[config.mk]
export PLATFORM = sky130hd
export DESIGN_NAME = morse_key_decoder
export DESIGN_NICKNAME = d
export VERILOG_FILES = /design/src/mkd_pkg.sv /design/src/mkd_core.sv /design/src/mkd_queue.sv /design/src/morse_key_decoder.sv
export VERILOG_INCLUDE_DIRS = /design/src /design/src/src
export SDC_FILE = /design/constraint.sdc
export NUM_CORES = 1
export LEC_CHECK = 0
export BUFFER_PORTS_ARGS = -buffer_cell sky130_fd_sc_hd__buf_2
export CORE_MARGIN = 2
export CORE_UTILIZATION = 55
export CTS_CLUSTER_DIAMETER = 150
export DETAILED_ROUTE_END_ITERATION = 10
export GPL_ROUTABILITY_DRIVEN = 0
export GPL_TIMING_DRIVEN = 0
export PLACE_DENSITY = 0.76
export SYNTH_ARGS = -nofsm -noshare
export SYNTH_HDL_FRONTEND = slang
export SYNTH_SLANG_ARGS = --single-unit
export TNS_END_PERCENT = 30
[constraint.sdc]
create_clock -name clk -period 10.5 [get_ports clk]
set_clock_uncertainty 0.05 [all_clocks]
set_input_delay 0.525 -clock clk [delete_from_list [all_inputs] [get_ports clk]]
set_output_delay 0.525 -clock clk [all_outputs]
set_load 0.05 [all_outputs]
[src/morse_key_decoder_macros.svh]
// ----------------------------------------------------------------------------
// Morse key decoder assertion macros
// Shared property wrappers; every use expects clk and rst in scope.
// ----------------------------------------------------------------------------
`ifndef MORSE_KEY_DECODER_MACROS_SVH
`define MORSE_KEY_DECODER_MACROS_SVH

// Same-cycle implication, disabled during reset.
`define MKD_ASSERT_IMPLIES(lbl, ante, cons, msg) \
  lbl: assert property (@(posedge clk) disable iff (rst) (ante) |-> (cons)) \
    else $error(msg);

// Next-cycle implication, disabled during reset.
`define MKD_ASSERT_NEXT(lbl, ante, cons, msg) \
  lbl: assert property (@(posedge clk) disable iff (rst) (ante) |=> (cons)) \
    else $error(msg);

`endif

[src/mkd_pkg.sv]
// ----------------------------------------------------------------------------
// Morse key decoder package
// Shared constants, types, the Morse pattern table and cursor helpers.
// ----------------------------------------------------------------------------
package mkd_pkg;

  localparam int MAX_SYMBOLS    = 7;
  localparam int SCREEN_COLUMNS = 16;
  localparam int SCREEN_LINES   = 2;

  localparam int SYM_CNT_W    = $clog2(MAX_SYMBOLS + 1);
  localparam int NUM_PATTERNS = 28;

  // Result queue geometry
  localparam int QDEPTH = 4;
  localparam int QPTR_W = $clog2(QDEPTH);
  localparam int QCNT_W = $clog2(QDEPTH + 1);

  // Input action codes
  localparam logic ACT_RELEASE = 1'b0;
  localparam logic ACT_TICK    = 1'b1;

  // Result kind codes
  localparam logic KIND_CHAR  = 1'b0;
  localparam logic KIND_CLEAR = 1'b1;

  // Configuration register indexes
  localparam logic [7:0] CFG_DOT_LIMIT  = 8'd0;
  localparam logic [7:0] CFG_LETTER_GAP = 8'd1;
  localparam logic [7:0] CFG_WORD_GAP   = 8'd2;
  localparam logic [7:0] CFG_RESET_DOTS = 8'd3;

  localparam logic [15:0] DOT_LIMIT_RST  = 16'd7828;
  localparam logic [15:0] LETTER_GAP_RST = 16'd95;
  localparam logic [15:0] WORD_GAP_RST   = 16'd262;
  localparam logic [7:0]  RESET_DOTS_RST = 8'd4;

  typedef logic [6:0] char_t;

  localparam char_t CHAR_UNKNOWN = 7'h3F;
  localparam char_t CHAR_PERIOD  = 7'h2E;
  localparam char_t CHAR_HYPHEN  = 7'h2D;
  localparam char_t CHAR_A       = 7'h41;

  // Pattern k: symbol i is a dash when bit i of PAT_BITS is set.
  // Entries A..Z, then period and hyphen.
  localparam int PAT_LEN [NUM_PATTERNS] = '{
    2, 4, 4, 3, 1, 4, 3, 4, 2, 4, 3, 4, 2, 2, 3, 4, 4, 3, 3, 1,
    3, 4, 3, 4, 4, 4, 6, 6
  };
  localparam int PAT_BITS [NUM_PATTERNS] = '{
    2, 1, 5, 1, 0, 4, 3, 0, 0, 14, 5, 2, 3, 1, 7, 6, 11, 2, 0, 1,
    4, 8, 6, 9, 13, 3, 42, 33
  };

  typedef struct packed {
    logic [15:0] dot_limit;
    logic [15:0] letter_space;
    logic [15:0] word_space;
    logic [7:0]  reset_dots;
  } cfg_t;

  typedef struct packed {
    logic [3:0] column;
    logic       line;
  } cursor_t;

  typedef struct packed {
    logic       kind;
    char_t      char_code;
    logic [3:0] column;
    logic       line;
    logic       last;
  } result_t;

  // Results caused by one accepted item: zero, one or two of them
  typedef struct packed {
    logic [1:0] count;
    result_t    r0;
    result_t    r1;
  } push_t;

  function automatic char_t pattern_char(int k);
    char_t ch;
    if (k == NUM_PATTERNS - 2) begin
      ch = CHAR_PERIOD;
    end else if (k == NUM_PATTERNS - 1) begin
      ch = CHAR_HYPHEN;
    end else begin
      ch = CHAR_A + 7'(k);
    end
    return ch;
  endfunction

  function automatic char_t decode_symbols(logic [MAX_SYMBOLS-1:0] bits,
                                           logic [SYM_CNT_W-1:0]   cnt,
                                           logic                   ovf);
    char_t ch;
    ch = CHAR_UNKNOWN;
    if (!ovf && cnt != '0) begin
      for (int k = 0; k < NUM_PATTERNS; k++) begin
        if (int'(cnt) == PAT_LEN[k] && bits == MAX_SYMBOLS'(PAT_BITS[k])) begin
          ch = pattern_char(k);
        end
      end
    end
    return ch;
  endfunction

  // Advance one column, wrapping to the next line and back to the top.
  function automatic cursor_t cursor_step(cursor_t c);
    cursor_t n;
    n = c;
    if (int'(c.column) + 1 >= SCREEN_COLUMNS) begin
      n.column = '0;
      if (int'(c.line) + 1 >= SCREEN_LINES) begin
        n.line = 1'b0;
      end else begin
        n.line = c.line + 1'b1;
      end
    end else begin
      n.column = c.column + 4'd1;
    end
    return n;
  endfunction

endpackage

[src/mkd_core.sv]
// ----------------------------------------------------------------------------
// Morse key decoder core
// Decoder state and its update for one key release or gap tick.
// ----------------------------------------------------------------------------
`include "morse_key_decoder_macros.svh"

module mkd_core (
  input  logic           clk,
  input  logic           rst,
  input  logic           accept,
  input  logic           action,
  input  logic [15:0]    press_ticks,
  input  mkd_pkg::cfg_t  cfg,
  output mkd_pkg::push_t push
);
  import mkd_pkg::*;

  logic [MAX_SYMBOLS-1:0] symbol_bits, symbol_bits_next;
  logic [SYM_CNT_W-1:0]   symbol_count, symbol_count_next;
  logic                   symbol_overflow, symbol_overflow_next;
  logic [15:0]            gap_counter, gap_counter_next;
  logic                   gap_tracking, gap_tracking_next;
  logic                   letter_pending, letter_pending_next;
  logic                   word_pending, word_pending_next;
  logic [7:0]             dot_run, dot_run_next;
  logic                   has_decoded, has_decoded_next;
  cursor_t                cursor, cursor_next;

  logic                   clr;
  logic                   is_dot;
  logic                   flush;
  cursor_t                c0, c1;
  char_t                  ch;
  logic [MAX_SYMBOLS-1:0] sb;
  logic [SYM_CNT_W-1:0]   sc;
  logic                   so;
  logic [7:0]             dr;
  result_t                char_res, clear_res;

  always_comb begin
    clr    = (dot_run > cfg.reset_dots) && has_decoded;
    is_dot = press_ticks <= cfg.dot_limit;
    flush  = clr || letter_pending;
    c0     = clr ? '0 : cursor;
    c1     = word_pending ? cursor_step(c0) : c0;
    // A clear empties the buffer first, so the letter decodes as unknown
    ch     = clr ? CHAR_UNKNOWN : decode_symbols(symbol_bits, symbol_count, symbol_overflow);

    char_res.kind      = KIND_CHAR;
    char_res.char_code = ch;
    char_res.column    = c1.column;
    char_res.line      = c1.line;
    char_res.last      = 1'b1;

    clear_res.kind      = KIND_CLEAR;
    clear_res.char_code = '0;
    clear_res.column    = '0;
    clear_res.line      = 1'b0;
    clear_res.last      = !letter_pending;

    sb = flush ? '0 : symbol_bits;
    sc = flush ? '0 : symbol_count;
    so = flush ? 1'b0 : symbol_overflow;
    dr = flush ? '0 : dot_run;
    if (!clr) begin
      if (int'(sc) < MAX_SYMBOLS) begin
        sb = sb | (MAX_SYMBOLS'(!is_dot) << sc);
        sc = sc + SYM_CNT_W'(1);
      end else begin
        so = 1'b1;
      end
      if (is_dot && dr != '1) begin
        dr = dr + 8'd1;
      end
    end

    symbol_bits_next     = symbol_bits;
    symbol_count_next    = symbol_count;
    symbol_overflow_next = symbol_overflow;
    gap_counter_next     = gap_counter;
    gap_tracking_next    = gap_tracking;
    letter_pending_next  = letter_pending;
    word_pending_next    = word_pending;
    dot_run_next         = dot_run;
    has_decoded_next     = has_decoded;
    cursor_next          = cursor;
    push                 = '0;
    push.r0              = clr ? clear_res : char_res;
    push.r1              = char_res;

    if (accept) begin
      if (action == ACT_TICK) begin
        if (gap_tracking && gap_counter != '1) begin
          gap_counter_next = gap_counter + 16'd1;
        end
        word_pending_next   = word_pending || (gap_counter_next >= cfg.word_space);
        letter_pending_next = letter_pending || (gap_counter_next >= cfg.letter_space);
      end else begin
        symbol_bits_next     = sb;
        symbol_count_next    = sc;
        symbol_overflow_next = so;
        dot_run_next         = dr;
        gap_counter_next     = '0;
        gap_tracking_next    = !clr || letter_pending;
        letter_pending_next  = 1'b0;
        word_pending_next    = letter_pending ? 1'b0 : word_pending;
        has_decoded_next     = letter_pending ? 1'b1 : (clr ? 1'b0 : has_decoded);
        cursor_next          = letter_pending ? cursor_step(c1) : c0;
        push.count           = 2'(clr) + 2'(letter_pending);
      end
    end
  end

  always_ff @(posedge clk) begin
    if (rst) begin
      symbol_bits     <= '0;
      symbol_count    <= '0;
      symbol_overflow <= 1'b0;
      gap_counter     <= '0;
      gap_tracking    <= 1'b0;
      letter_pending  <= 1'b0;
      word_pending    <= 1'b0;
      dot_run         <= '0;
      has_decoded     <= 1'b0;
      cursor          <= '0;
    end else begin
      symbol_bits     <= symbol_bits_next;
      symbol_count    <= symbol_count_next;
      symbol_overflow <= symbol_overflow_next;
      gap_counter     <= gap_counter_next;
      gap_tracking    <= gap_tracking_next;
      letter_pending  <= letter_pending_next;
      word_pending    <= word_pending_next;
      dot_run         <= dot_run_next;
      has_decoded     <= has_decoded_next;
      cursor          <= cursor_next;
    end
  end

  `MKD_ASSERT_NEXT(a_release_zeroes_gap, accept && action == ACT_RELEASE, gap_counter == '0, "gap counter not zeroed by release")
  `MKD_ASSERT_NEXT(a_decode_consumes_letter, accept && action == ACT_RELEASE && letter_pending, !letter_pending && !word_pending && has_decoded, "pending letter not consumed")
  `MKD_ASSERT_IMPLIES(a_clear_result_first, push.count == 2'd2, push.r0.kind == KIND_CLEAR && !push.r0.last && push.r1.last, "two results not ordered clear then char")

endmodule

[src/mkd_queue.sv]
// ----------------------------------------------------------------------------
// Morse key decoder result queue
// Small FIFO: up to two results in a cycle, one out a cycle while not stalled.
// ----------------------------------------------------------------------------
`include "morse_key_decoder_macros.svh"

module mkd_queue (
  input  logic              clk,
  input  logic              rst,
  input  mkd_pkg::push_t    push,
  input  logic              out_stall,
  output logic              in_stall,
  output logic              out_valid,
  output mkd_pkg::result_t  result
);
  import mkd_pkg::*;

  result_t           mem [QDEPTH];
  logic [QPTR_W-1:0] wr_ptr, wr_ptr_next;
  logic [QPTR_W-1:0] rd_ptr, rd_ptr_next;
  logic [QCNT_W-1:0] count, count_next;
  logic              pop;

  assign out_valid = count != '0;
  assign result    = mem[rd_ptr];
  assign pop       = out_valid && !out_stall;
  // Hold off new input unless two slots are free; also hold during reset
  assign in_stall  = rst || (int'(count) > QDEPTH - 2);

  always_comb begin
    wr_ptr_next = wr_ptr + QPTR_W'(push.count);
    rd_ptr_next = rd_ptr + QPTR_W'(pop);
    count_next  = count + QCNT_W'(push.count) - QCNT_W'(pop);
  end

  always_ff @(posedge clk) begin
    if (push.count != 2'd0) begin
      mem[wr_ptr] <= push.r0;
    end
    if (push.count == 2'd2) begin
      mem[wr_ptr + QPTR_W'(1)] <= push.r1;
    end
  end

  always_ff @(posedge clk) begin
    if (rst) begin
      wr_ptr <= '0;
      rd_ptr <= '0;
      count  <= '0;
    end else begin
      wr_ptr <= wr_ptr_next;
      rd_ptr <= rd_ptr_next;
      count  <= count_next;
    end
  end

  `MKD_ASSERT_IMPLIES(a_count_bound, 1'b1, int'(count) <= QDEPTH, "queue count above depth")
  `MKD_ASSERT_IMPLIES(a_no_overfill, push.count != 2'd0, int'(count) + int'(push.count) <= QDEPTH, "push into full queue")
  `MKD_ASSERT_IMPLIES(a_ptr_spacing, 1'b1, QPTR_W'(wr_ptr - rd_ptr) == QPTR_W'(count), "pointers disagree with count")

endmodule

[src/morse_key_decoder.sv]
// ----------------------------------------------------------------------------
// Morse key decoder
// Turns key releases and gap-timer ticks into decoded characters and screen
// clears with their display position.
// ----------------------------------------------------------------------------
// Takes one item per clock while in_stall is low: each key release or tick
// updates the decoder state and drops its results (none, one, or a clear
// followed by a character) into a four-entry result queue. Results leave the
// queue one per cycle while out_stall is low. in_stall rises while fewer than
// two queue slots are free, and during reset. Configuration writes are taken
// on any cycle (cfg_ready is always high); indexes above 3 are ignored.
module morse_key_decoder (
  input  logic        clk,
  input  logic        rst,
  input  logic        in_valid,
  output logic        in_stall,
  input  logic        action,
  input  logic [15:0] press_ticks,
  output logic        out_valid,
  input  logic        out_stall,
  output logic        kind,
  output logic [6:0]  char_code,
  output logic [3:0]  column,
  output logic        line,
  output logic        last,
  input  logic        cfg_valid,
  output logic        cfg_ready,
  input  logic [7:0]  cfg_index,
  input  logic [15:0] cfg_data
);
  import mkd_pkg::*;

  cfg_t    cfg;
  push_t   push;
  result_t result;
  logic    accept;

  assign cfg_ready = 1'b1;
  assign accept    = in_valid && !in_stall;

  always_ff @(posedge clk) begin
    if (rst) begin
      cfg.dot_limit    <= DOT_LIMIT_RST;
      cfg.letter_space <= LETTER_GAP_RST;
      cfg.word_space   <= WORD_GAP_RST;
      cfg.reset_dots   <= RESET_DOTS_RST;
    end else if (cfg_valid && cfg_ready) begin
      case (cfg_index)
        CFG_DOT_LIMIT:  cfg.dot_limit    <= cfg_data;
        CFG_LETTER_GAP: cfg.letter_space <= cfg_data;
        CFG_WORD_GAP:   cfg.word_space   <= cfg_data;
        CFG_RESET_DOTS: cfg.reset_dots   <= cfg_data[7:0];
        default: ;
      endcase
    end
  end

  mkd_core u_core (
    .clk         (clk),
    .rst         (rst),
    .accept      (accept),
    .action      (action),
    .press_ticks (press_ticks),
    .cfg         (cfg),
    .push        (push)
  );

  mkd_queue u_queue (
    .clk       (clk),
    .rst       (rst),
    .push      (push),
    .out_stall (out_stall),
    .in_stall  (in_stall),
    .out_valid (out_valid),
    .result    (result)
  );

  assign kind      = result.kind;
  assign char_code = result.char_code;
  assign column    = result.column;
  assign line      = result.line;
  assign last      = result.last;

endmodule
* Yosys cells after proc, flatten, opt, wreduce, memory -nomap -nowiden
Memory sizes are Yosys's and may differ from the RTL's. A register that Yosys moved wholly into a read port is not among the register bits. Index checks and enable logic that the tools add are counted.
Word-level totals: input port bits 46, flip-flop bits (word level) 107, memories kept 1, word-level logic and storage cells 201, bits in writable memories 56
Cells by class: reductions and logical operators 59, add/subtract/negate cells 17, shifts and indexed selects 1, bitwise gates (word level) 2, order comparisons 10, equality and inequality tests 25, muxes and demuxes 68
Memory list:
- u_queue.mem | words 4, bits a word 14, read ports 1, clocked after Yosys merged registers in 1, write ports 2, line mkd_queue.sv:18 | result_t mem [QDEPTH];
Operators by type and width (count):
- 7-bit two-way mux | 33
- 32-bit by 3-bit greater-or-equal comparator with 1-bit output (second input constant) | 2
- 32-bit by 6-bit greater-or-equal comparator with 1-bit output (second input constant) | 2
- 16-bit two-way mux | 4
- 7-bit by 4-bit == test with 1-bit output (second input constant) | 5
- 1-bit logical AND | 34
- 16-bit greater-or-equal comparator | 2
- 7-bit by 3-bit == test with 1-bit output (second input constant) | 4
- 8-bit two-way mux | 3
- 16-bit by 1-bit adder with 16-bit output (second input constant) | 1
- 8-bit by 2-bit == test with 1-bit output (second input constant) | 2
- 16-bit less-or-equal comparator | 1
- 1-bit two-way mux | 16
- 16-bit != test (second input constant) | 1
- 5-bit two-way mux | 3
- 7-bit by 2-bit == test with 1-bit output (second input constant) | 2
- 7-bit by 6-bit == test with 1-bit output (second input constant) | 2
- 14-bit two-way mux | 1
- 2-bit AND reduction | 6
- 4-bit by 1-bit adder with 5-bit output (second input constant) | 2
- 3-bit == test (second input constant) | 3
- 3-bit two-way mux | 3
- 4-bit by 1-bit adder with 4-bit output (second input constant) | 2
- 8-bit by 1-bit adder with 8-bit output (second input constant) | 1
- 29 further kinds | 47

* Depth between registers and ports, before layout
Gate-level depths: netlist (run 1).
depth after elaboration 33, depth in mapped cells 19

* Hierarchy
Synthesis (run 1) repeated with hierarchy kept, for this count alone.
Unflattened totals: cells, all modules 1071, area, all modules 10377.5 µm²
Modules (own cells, without submodules):
- mkd_core | instances 1, seq. area each 880.8 µm², area an instance 4777.1 µm², cells an instance 667
- mkd_queue | instances 1, seq. area each 1821.7 µm², area an instance 3253.1 µm², cells an instance 185
- morse_key_decoder | instances 1, seq. area each 1121.1 µm², area an instance 2347.3 µm², cells an instance 219

* Worst setup path before layout (run 1)
OpenSTA, ideal clock, no wires.
path kind register -> register, start reg, netlist name cfg[7], end mem u_queue.mem[1][5] (netlist bit), data pin, required time 10307 ps, cell stages (with the launch flop) 16, setup time 143 ps, path slack 7075 ps, data arrival time 3232 ps, clock period less this slack 3425 ps, path buffers 2, path through dfxtp_1 inv_1 ha_1 nand4_1 or3b_4 a21oi_4 nor2_8 buf_2 ha_1 inv_1 nand2_1 a21oi_1 and2_1 nand2_1 buf_2 nor2_1
RTL lines (line):
- to (decl) | mkd_queue.sv:18

==> results of run 1 <==
-- report_power, final --
| group | total (uW) | switching (uW) | internal, uW |
|---|---|---|---|
| clock | 604 | 289 | 315 |
| sequential | 662 | 7.83 | 654 |
| combinational | 343 | 228 | 115 |
-- cell usage in the layout (no fill, tap or decap), drive strengths merged, types with 16 or more instances in the layout --
cell type and count:
ha 69, clkbuf 52, nand2 95, o21ai 40
nor2 150, a211o 19, a21o 17, inv 91
edfxtp 48, mux2i 31, nor3 21, nand3 27
nand2b 16, dfxtp 115, a21oi 73, buf 84
xnor2 20
-- worst register-to-register path, delay by kind of cell (launching register included) --
family / cells / cell delay (ps)
and+or+nand+nor: 7 / 1830
adders and majority gates: 2 / 760
buffers and inverters: 3 / 670
AOI/OAI and AO/OA: 2 / 440
DFF: 1 / 360
-- metrics by stage --
| step | total power (uW) | setup WS (ps) | cells | cell area [um2] |
|---|---|---|---|---|
| floorplan | 942 | 7080 | 1074 | 9630 |
| global placement | 1010 | 6400 | 1360 | 10200 |
| detailed placement | 1020 | 6300 | 1360 | 10200 |
| CTS | 1620 | 6270 | 1392 | 10800 |
| global route | 1670 | 5970 | 1393 | 10800 |
| finish | 1610 | 6250 | 1393 | 10800 |
-- layer usage --
metal,up-vias,track usage
li1,3969,-
met1,3831,0.319
met2,226,0.456
met3,50,0.0451
met4,0,0.112
met5,-,0
-- worst paths after layout --
kind	startpoint	cells after the start	slack, ps	to
max	u_core.dot_run[7]	14	6250	u_queue.mem[1][9]
min	cfg_data[2]	2	290	cfg[10]
max reg2reg	u_core.dot_run[7]	14	6250	u_queue.mem[1][9]
min reg2reg	cfg[12]	2	410	cfg[12]
-- registers in the layout, summed over array words and instances, names as in the netlist, 3 cells and up --
register and flops:
u_queue.count 3, u_core.symbol_bits 7, u_core.symbol_count 3, cfg 56, u_queue.mem 56, u_core.cursor 5, u_core.gap_counter 16, u_core.dot_run 8
-- cells by family (layout without fill, tap and decap cells) --
group                    count (synthesis)  count (layout)
XOR/XNOR                                26              26
other                                    1               1
AO/OA/AOI/OAI                          227             227
adder cells (fa/ha/maj)                 70              70
buffers and inverters                  139             233
AND/OR/NAND/NOR                        402             402
multiplexers                            46              46
flip-flops                             163             163
-- cell type report --
| type | count | area (um2) | share of cell area |
|---|---|---|---|
| inverter | 82 | 310 | 0.0287 |
| clock buffer | 17 | 425 | 0.0394 |
| buffer | 57 | 254 | 0.0235 |
| tap | 225 | 282 | 0.0261 |
| sequential | 163 | 3740 | 0.347 |
| clock inverter | 15 | 144 | 0.0133 |
| timing repair buffer | 62 | 317 | 0.0293 |
| multi-input combinational | 772 | 5320 | 0.493 |
==> results.py, run 1 <==
metrics = {
    "sta": {
        "maxSlewHeadroom": 0.147,
        "setup-tns-final_ps": 0,
        "setup_viol": 0,
        "fin_crit_ps": 4250,
        "final-hold-violation-count": 0,
        "finalMaxSlewViolations": 0,
        "tightest_slew_ps": 1280,
        "whs_ps": 290,
        "max_freq_ghz": 0.236,
        "period_share": 0.404,
        "rsz0062_at_grt": "no",
    },
    "place": {
        "io_buffers": 61,
        "dp_hpwl_mm": 17.3,
    },
    "global_routing": {
        "grt_util_all_layers": 0.262,
        "grt_pass1_vias": 7838,
        "overflow": 0,
        "grt_pass1_wl_mm": 38.1,
        "grt_max_degree": 18,
        "antenna_found_initial": 0,
    },
    "worst_setup_path": {
        "endpoint_kind": "flip-flop",
        "crit_path_max_incr_delay_ps": 620,
        "worstSetupPathType": "flip-flop to flip-flop",
        "arrival_ps": 4470,
        "cp_top_family": "simple AND/OR/NAND/NOR gates",
        "critPathMaxFanout": 14,
        "critical_path_buf_inv_count": 3,
        "startpoint_type": "flip-flop",
        "required_ps": 10720,
        "slowest_stage": "and2_1",
        "path_cells": "ha_1 > nand4_1 > or3b_4 > a21oi_4 > nor2_8 > buf_2 > ha_1 > inv_1 > nand2_1 > a21oi_1 > and2_1 > nand2_1 > buf_2 > nor2_1",
    },
    "synthesis": {
        "yosysWarnings": 0,
        "syn_nets": 1190,
        "synth_edf_count": 48,
        "synth_ff_type": "dfxtp_1",
        "synth_xor_area_frac": 0.0244,
        "synth_top_family_by_area": "simple AND/OR/NAND/NOR gates",
        "synth_area_leader_cell": "dfxtp_1",
        "syn_area_mm2": 0.00963,
        "synth_most_common_cell": "nor2_1",
        "yosys-top-cells-count": "nor2_1, dfxtp_1, nand2_1, inv_1, a21oi_1",
        "synth.mux.area_fraction": 0.0661,
        "synthCells": 1074,
        "synthAdderAreaFrac": 0.0917,
        "avgSynthCellArea_um2": 8.97,
        "yosys-top-cells-area": "dfxtp_1, edfxtp_1, ha_1, nor2_1, a21oi_1",
        "yosysUniqueCellTypes": 87,
        "yosysSeqAreaShare": 0.389,
        "synth_top_area_frac": 0.239,
        "synth-compound-area-share": 0.161,
        "ys_async_sr_fraction": 0,
        "ys_ff_latch": 163,
        "synth_simple_gate_area_frac": 0.209,
    },
    "floorplanning": {
        "die_area_mm2": 0.0186,
        "rows": 48,
        "initial_core_util": 0.559,
        "die_y_um": 136,
        "die_w_um": 136,
        "core-area_mm2": 0.0172,
        "io_pins": 63,
    },
    "cts": {
        "cts_resized": 0,
        "post_cts_buffers": 0,
        "htreeDepth": 4,
        "clock_sinks": 163,
        "numCtsBuffers": 17,
        "clkTransAtPathRegs_ps": 70,
        "cts_tree": "yes",
        "cts_hold_buf": 0,
        "clockBufferDepth": 2,
        "clk_latency_ps": 430,
        "root_buffer": "clkbuf_16",
    },
    "cells_and_area": {
        "areaGrowthSynthToFinish_pct": 12.1,
        "final_nets": 1271,
        "fillers": 1484,
        "diodes": 0,
        "layout-drive-gt1-share": 0.149,
        "postLayoutCoreUtil": 0.627,
    },
    "flow_run": {
        "cap_violations": 0,
    },
    "routing": {
        "routedWlPerCell_um": 16.7,
        "firstDrtPassIters": 6,
        "wl_met3_um": 960,
        "drt-met1-wl_mm": 10.0,
        "via_count": 8076,
        "routed_wl_mm": 23.3,
        "ant_nets": 0,
        "drc": 0,
        "drt_iter0_drc": 541,
        "maxUsedRoutingLayer": "met4",
        "vias_per_cell": 5.80,
        "routed-wl-met2_mm": 11.6,
    },
    "run_status": {
        "outcome": "complete, no violations",
    },
    "power": {
        "p_leak_uw": 0.00431,
        "p_per_area_mw_per_mm2": 149,
        "peakVddDrop_mv": 0.116,
    },
    "worst_hold_path": {
        "hp-class": "input port to flip-flop",
    },
}
No activity file was read; power rests on OpenSTA's default activity.
==> inputs of run 2 (changes only) <==
--- a/config.mk
+++ b/config.mk
@@ -13,7 +13,7 @@
 export DETAILED_ROUTE_END_ITERATION = 10
 export GPL_ROUTABILITY_DRIVEN = 0
 export GPL_TIMING_DRIVEN = 0
-export PLACE_DENSITY = 0.76
+export PLACE_DENSITY = 0.79
 export SYNTH_ARGS = -nofsm -noshare
 export SYNTH_HDL_FRONTEND = slang
 export SYNTH_SLANG_ARGS = --single-unit
==> constraint.sdc (replaced) <==
create_clock -name clk -period 3.55 [get_ports clk]
set_clock_uncertainty 0.05 [all_clocks]
set_input_delay 0.1775 -clock clk [delete_from_list [all_inputs] [get_ports clk]]
set_output_delay 0.1775 -clock clk [all_outputs]
set_load 0.05 [all_outputs]
==> results.py, run 2 (same netlist as run 1, synthesis figures left out) <==
metrics = {
    "cells_and_area": {
        "layout-drive-gt1-share": 0.183,
        "final_nets": 1303,
        "largest_registers": "cfg (56), u_queue.mem (56), u_core.gap_counter (16)",
        "final_cell_mix": "nor2_1, dfxtp_1, nand2_1",
        "layout_commonest_cell": "nor2_1",
        "diodes": 0,
        "areaGrowthSynthToFinish_pct": 17.8,
        "postLayoutCoreUtil": 0.658,
    },
    "routing": {
        "ant_nets": 0,
        "firstDrtPassIters": 5,
        "drt_iter0_drc": 618,
        "drc": 0,
        "routedWlPerCell_um": 16.9,
        "via_count": 8309,
        "routed_wl_mm": 24.1,
        "vias_per_cell": 5.83,
    },
    "global_routing": {
        "antenna_found_initial": 0,
        "grt_pass1_vias": 8048,
        "grt_pass1_wl_mm": 38.6,
        "grt_util_all_layers": 0.266,
        "overflow": 0,
        "grt_max_degree": 17,
    },
    "sta": {
        "final-hold-violation-count": 0,
        "finalMaxSlewViolations": 0,
        "fin_crit_ps": 3500,
        "whs_ps": 87.5,
        "setup_viol": 0,
        "tightest_slew_ps": 871,
        "maxSlewHeadroom": 0.414,
        "rsz0062_at_grt": "yes",
        "max_freq_ghz": 0.286,
        "period_share": 0.986,
    },
    "floorplanning": {
        "die_w_um": 136,
        "rows": 48,
        "die_area_mm2": 0.0186,
        "die_y_um": 136,
        "initial_core_util": 0.559,
        "io_pins": 63,
        "core-area_mm2": 0.0172,
    },
    "worst_setup_path": {
        "endpoint_kind": "flip-flop",
        "worstSetupPathType": "flip-flop to flip-flop",
        "startpoint_type": "flip-flop",
        "r2r-end": "u_queue.count[2]",
        "crit_path_max_incr_delay_ps": 410,
        "crit-reg2reg-launch": "cfg[3]",
        "crit_top_cell": "inv_1",
        "arrival_ps": 3760,
        "worst-path-stages": 16,
        "worstRegToRegCells": 16,
        "slowest_stage": "or3b_4",
        "critPathMaxFanout": 7,
        "cp_top_family": "adder cells",
        "required_ps": 3810,
        "rrSetupSlack_ps": 50,
        "critical_path_buf_inv_count": 4,
        "path_cells": "inv_1 > ha_1 > nand4_1 > or3b_4 > a21oi_4 > nor2_8 > buf_8 > ha_4 > inv_1 > nor2_2 > ha_1 > inv_1 > fa_1 > xnor2_2 > xnor2_1 > nor2_1",
    },
    "power": {
        "peakVddDrop_mv": 0.534,
        "p_per_area_mw_per_mm2": 436,
        "p_leak_uw": 0.00451,
        "p_total_uw": 4940,
    },
    "worst_hold_path": {
        "min_to": "cfg[47]",
        "hold_start": "cfg_index[1]",
        "min_delay_path_depth": 4,
        "hp-class": "input port to flip-flop",
    },
    "cts": {
        "clk_latency_ps": 440,
        "clockBufferDepth": 2,
        "clkTransAtPathRegs_ps": 60,
        "htreeDepth": 4,
        "numCtsBuffers": 17,
        "cts_tree": "yes",
        "clock_sinks": 163,
        "root_buffer": "clkbuf_16",
    },
    "place": {
        "dp_hpwl_mm": 16.7,
        "io_buffers": 61,
    },
    "run_status": {
        "outcome": "complete, no violations",
    },
    "flow_run": {
        "cap_violations": 0,
    },
}
-- run 2: final cells by class --
| class | instances | area [um2] |
|---|---|---|
| Buffer | 56 | 268 |
| Clock buffer | 21 | 493 |
| Clock inverter | 11 | 120 |
| Fill cell | 1364 | 5890 |
| Inverter | 82 | 314 |
| Multi-Input combinational cell | 772 | 5520 |
| Sequential cell | 163 | 3750 |
| Tap cell | 225 | 282 |
| Timing Repair Buffer | 95 | 601 |
-- run 2: through the flow --
step | std cells | setup TNS [ps] | cell area, um2 | setup WS (ps)
2_1_floorplan | 1074 | 0 | 9630 | 125
3_3_place_gp | 1360 | -33190 | 10200 | -577
3_5_place_dp | 1360 | -42280 | 10200 | -702
4_1_cts | 1413 | 0 | 11100 | 24.7
5_1_grt | 1425 | -148 | 11300 | -112
6_report | 1425 | 0 | 11300 | 51.3
-- run 2: what timing repair did --
item / 4_1_cts / 5_1_grt
hold endpoints to repair: 32 / 0
gates resized for setup: 17 / 35
pin swaps: 3 / 19
setup endpoints to repair: 101 / 34
hold buffers: 16 / 0
buffers inserted: 6 / 12
-- run 2: where the power goes --
group	switching (uW)	internal, uW	total [uW]
clock	786	1140	1930
sequential	23.3	1940	1960
combinational	690	366	1060
total	1500	3440	4940
-- run 2: worst max-delay path by stage --
stage	from	to	slack [ps]
2_1_floorplan	cfg[7]	u_queue.mem[1][5]	130
3_3_place_gp	u_core.dot_run[7]	u_queue.mem[2][7]	-580
3_5_place_dp	u_core.dot_run[7]	u_queue.mem[0][7]	-700
4_1_cts	cfg[3]	u_core.dot_run[0]	20
5_1_grt	u_core.dot_run[2]	u_queue.count[2]	-110
6_report	cfg[3]	u_queue.count[2]	50
-- run 2: per-layer routing --
| layer | routed length [um] | vias to the layer above | part of all wire | global-route usage |
|---|---|---|---|---|
| li1 | - | 4039 | - | - |
| met2 | 12200 | 285 | 0.51 | 0.483 |
| met1 | 9890 | 3921 | 0.41 | 0.310 |
| met5 | 0 | - | 0 | 0 |
| met3 | 1210 | 64 | 0.050 | 0.0462 |
| met4 | 778 | 0 | 0.032 | 0.106 |
-- run 2: tightest hold or removal path: stages --
cell     delay, ps
buf_2          120
nor3b_2         70
nor2_1          80
a211o_1        100
